==> config.mk <==
export PLATFORM = sky130hd
export DESIGN_NAME = upb_cell
export DESIGN_NICKNAME = d
export VERILOG_FILES = /design/src/hdl/upb_pkg.sv /design/src/hdl/upb_cell.sv
export SDC_FILE = /design/constraint.sdc
export NUM_CORES = 1
export LEC_CHECK = 0
export BUFFER_PORTS_ARGS = -buffer_cell sky130_fd_sc_hd__buf_2
export CAP_MARGIN = 20
export CORE_UTILIZATION = 48
export DETAILED_ROUTE_END_ITERATION = 8
export GPL_TIMING_DRIVEN = 0
export PLACE_DENSITY_LB_ADDON = 0.08
export SLEW_MARGIN = 20
export SYNTH_ARGS = -nofsm -noshare
export SYNTH_HDL_FRONTEND = slang
export SYNTH_SLANG_ARGS = --single-unit
==> constraint.sdc <==
create_clock -name clk -period 2.05 [get_ports clk]
set_input_delay 0.41 -clock clk [delete_from_list [all_inputs] [get_ports clk]]
set_output_delay 0.41 -clock clk [all_outputs]
set_load 0.05 [all_outputs]
==> src/hdl/upb_pkg.sv <==
// Shared types, sizes and level weighting for the unique palette builder.
package upb_pkg;

    // Number of palette entries, one cell each
    localparam int TABLE_DEPTH = 256;
    localparam int IDX_W       = (TABLE_DEPTH > 1) ? $clog2(TABLE_DEPTH) : 1;
    localparam int CNT_W       = $clog2(TABLE_DEPTH + 1);
    localparam int KEY_W       = 12;

    // Colour weights of the resistor ladder, bit 0 up to bit 3
    localparam logic [7:0] W_BIT0 = 8'h0e;
    localparam logic [7:0] W_BIT1 = 8'h1f;
    localparam logic [7:0] W_BIT2 = 8'h43;
    localparam logic [7:0] W_BIT3 = 8'h8f;

    // Search token passed from cell to cell
    typedef struct packed {
        logic             valid;
        logic [KEY_W-1:0] key;        // {red, green, blue}
        logic             found;
        logic             is_new;
        logic [IDX_W-1:0] hit_index;
    } token_t;

    // Weighted 8-bit level of one 4-bit colour nibble
    function automatic logic [7:0] nibble_level(input logic [3:0] n);
        logic [9:0] s;
        s = 10'd0;
        if (n[0]) s = s + {2'b00, W_BIT0};
        if (n[1]) s = s + {2'b00, W_BIT1};
        if (n[2]) s = s + {2'b00, W_BIT2};
        if (n[3]) s = s + {2'b00, W_BIT3};
        return s[7:0];
    endfunction

endpackage

==> src/hdl/upb_cell.sv <==
// One palette cell: holds a single colour entry and passes the search token on.
module upb_cell (
    input  logic                       clk,
    input  logic                       rst_n,
    input  logic [upb_pkg::IDX_W-1:0]  cell_index,
    input  logic [upb_pkg::CNT_W-1:0]  used,
    input  upb_pkg::token_t            tok_in,
    output upb_pkg::token_t            tok_out
);

    logic [upb_pkg::KEY_W-1:0] entry_reg;
    upb_pkg::token_t           tok_reg;
    upb_pkg::token_t           tok_next;
    logic                      wr_en;
    logic [upb_pkg::CNT_W-1:0] idx_ext;

    assign idx_ext = upb_pkg::CNT_W'(cell_index);

    // Match against a live entry, or claim this cell when it is the first free one
    always_comb
    begin
        tok_next = tok_in;
        wr_en    = 1'b0;
        if (tok_in.valid && !tok_in.found)
        begin
            if (idx_ext < used)
            begin
                if (entry_reg == tok_in.key)
                begin
                    tok_next.found     = 1'b1;
                    tok_next.hit_index = cell_index;
                end
            end
            else if (idx_ext == used)
            begin
                wr_en              = 1'b1;
                tok_next.found     = 1'b1;
                tok_next.is_new    = 1'b1;
                tok_next.hit_index = cell_index;
            end
        end
    end

    // Advance the token one cell per cycle
    always_ff @(posedge clk or negedge rst_n)
    begin
        if (!rst_n)
        begin
            tok_reg <= '0;
        end
        else
        begin
            tok_reg <= tok_next;
        end
    end

    // Store the appended colour
    always_ff @(posedge clk)
    begin
        if (wr_en)
        begin
            entry_reg <= tok_in.key;
        end
    end

    assign tok_out = tok_reg;

endmodule

==> results by group <==
Place
  – Cell Area, Placed: 0.00204 sq mm
  – DP Wirelength: ~2.7 mm
  – Routability congestion estimate: ~0.78
  – Port bufs: 64
  – Place WS: -0.315 ns

STA
  – Slew headroom: 0.555
  – FMAX: 506 MHz
  – Worst Tran Pin Value: 0.661 ns
  – Fin. max-slew vios: 0
  – Worst setup margin: 0.0738 ns
  – Hold Vio Cnt, Final: 0
  – Unrepaired setup endpoints after global routing: false
  – WHS: 0.0437 ns
  – Fin crit period: 1.98 ns
  – Crit share post-route: 0.964
  – Clk_skew: around 0.0062 ns
  – Final setup violation count: 0

Run status
  – Status: finished, final reports clean

Pwr
  – P_int: 0.963 mW
  – Power per standard cell area: about 650 mW/mm^2
  – P_leak: 0.943 nW
  – Net Switching: 0.398 mW
  – Reg power frac: 0.552
  – Clk pwr share: 0.249
  – Comb pwr share: 0.199
  – Peak supply drop: 0.485 mV
  – Sw Share: 0.292

Setup path
  – Worst Path Arrival: between 2 and 2.5 ns
  – Crit path launch type: primary input
  – WS Path Type: in2reg
  – Worst Path Max Fanout: 13
  – CP max stage delay: 0.33 ns
  – Crit path launch: cell_index[6]
  – CP Data Required Time: 2.26 ns
  – Reg-to-reg startpoint: entry_reg[5]
  – Slowest CP cell: ha_1
  – Crit. End Element: flip-flop
  – Cells along the critical path: buf_2, ha_1, a211oi_2, nor3_4, o31a_1, buf_4, and2_4, or2_1

Die
  – Num ports: 65
  – Die Span Y: 60.7 um
  – Initial core utilization: 0.525
  – Core area: about 0.0032 sq mm
  – Die width: 60.7 um
  – # rows: 20
  – Full die area: 0.00369 sq mm

Flow run
  – # Max-Cap Violations: 0

GRT
  – Largest net degree at the start of global routing: 24
  – Global-route wire length before repair: approximately 5.2 mm
  – Initial antenna violation count: 0
  – GR Util All Layers: 0.196
  – Grt total ovfl: 0
  – Vias in the first global route: 1180

Clock network
  – Skew-Pair Late Insertion Delay: 0.32 ns
  – CTS Buf Count: 5
  – Post-CTS setup buffer count: 0
  – Clk buf depth: 2
  – # H-tree levels: 2
  – Clock transition at the registers of the reported paths: 0.10 ns
  – Root Buffer: clkbuf_4
  – Clock sinks: 35
  – TritonCTS clock tree: done

Cells and area
  – Max reg flops: 23
  – Layout area overhead: 26.6%
  – N_diodes: 0
  – Layout cells sized above 1: 0.404
  – Design Area, Final: approximately 0.0021 sq mm
  – Final nets: 257
  – Final core occ: 0.665

Detailed routing
  – Routed wire length per instance: roughly 13 um
  – Via Count: ~1300
  – Final wirelength: between 3 and 4 mm
  – Routed vias/inst: 5.19
  – # DRC: 0
  – Routed Antenna Nets: 0
  – Pre-antenna DRT Iters: 4
  – DRT iter0 DRCs: 31

Yosys
  – Post-synthesis register bit count: 35
  – Gate Count Post-Synth: approximately 140
  – Synth cell types: 32
  – Share of the synthesized area in the top cell type: 0.348
  – Post-synth EDFFs: 12
  – Asr flop ratio synth: 0.657
  – Leading area contributor after synthesis: dfrtp_1
  – Syn Nets: roughly 190
  – Yosys warns: 0
  – Largest cells by area after synthesis: dfrtp_1 35%, edfxtp_1 22%, xnor2_1 6.3%
  – Sequential element share of the synthesized area: 0.565
  – Most used DFF post-synth: dfrtp_1
  – Top-count cell post-synth: dfrtp_1
  – Top post-synthesis cells by count: 23 x dfrtp_1, 18 x nand2_1, 12 x edfxtp_1, 12 x xnor2_1, 9 x nor3_1
  – Synthesized area per cell: 12.2 sq um
  – Post-synthesis cell area: 0.00166 sq mm

Min path
  – Worst Hold Class: in2async
layer usage:
metal	part of all wire	global-route usage	routed length, um	up-vias
met5	0	0	0	-
met4	0.0087	0.0617	29	0
met3	0.059	0.0576	197	6
met2	0.47	0.316	1570	59
met1	0.46	0.255	1530	601
li1	-	-	-	642
layout make-up:
cell class,instances,area (sq um)
fillers,278,1060
flip-flops and latches,35,936
multi-input cells,89,679
repair buffers,64,320
well taps,44,55.1
clock buffers,6,41.3
inverters,8,30.0
plain buffers,4,21.3
clock inverters,2,12.5
critical path: cells and delay by family:
kind / cells / cell delay (ns)
AOI/OAI and AO/OA: 2 / 0.61
adders and majority gates: 1 / 0.33
buffers and inverters: 2 / 0.29
and+or+nand+nor: 3 / 0.55
placed cells by master (no fill, tap or decap), types with 2 or more instances in the layout:
cell type,netlist,layout
nand3_1,2,2
nor3_1,9,8
a211o_1,2,2
dfrtp_1,23,23
clkbuf_4,0,5
nor2_1,2,2
buf_2,2,66
nand2_1,18,18
inv_1,8,8
edfxtp_1,12,12
clkbuf_1,1,2
nand4_1,3,3
o211ai_1,8,8
a32oi_1,8,8
a211oi_2,2,2
xnor2_1,12,12
ha_1,8,8
per-stage QoR:
step / power (mW) / instances / TNS (ns)
2_1_floorplan: 0.935 / 136 / -0.0273
3_3_place_gp: 1.03 / 244 / -4.46
3_5_place_dp: 1.04 / 244 / -5.42
4_1_cts: 1.38 / 252 / 0
5_1_grt: 1.43 / 252 / 0
6_report: 1.36 / 252 / 0
worst paths after layout:
kind | endpoint | slack, ns | cells past startpoint
hold reg to reg | tok_out[4] | 0.88 | 5
setup reg to reg | tok_out[6] | 0.21 | 6
hold / removal | tok_out[15] | 0.04 | 1
max in group asynchronous | tok_out[3] | 1.67 | 1
setup / recovery | tok_out[8] | 0.07 | 8
min in group clk | tok_out[17] | 0.23 | 1
power groups by stage:
stage / clock (mW) / combinational, mW / sequential [mW]
floorplan: 0 / 0.0831 / 0.852
global placement: 0 / 0.261 / 0.764
CTS: 0.354 / 0.273 / 0.751
detailed placement: 0 / 0.272 / 0.766
finish: 0.339 / 0.271 / 0.751
global route: 0.385 / 0.295 / 0.753
timing repair:
action / in CTS / in global routing
hold buffers: 0 / 0
endpoints found under the setup margin: 0 / 12
gates resized for setup: 0 / 1
logic make-up (layout without fill, tap and decap cells):
group	after synthesis	in the layout	synth area share
fa+ha+maj	8	8	0.0605
flops	35	35	0.565
simple gates	45	45	0.153
buf+inv	12	84	0.0310
xor+xnor	12	12	0.0635
compound gates	24	24	0.127
(Power assumes the default switching activity.)
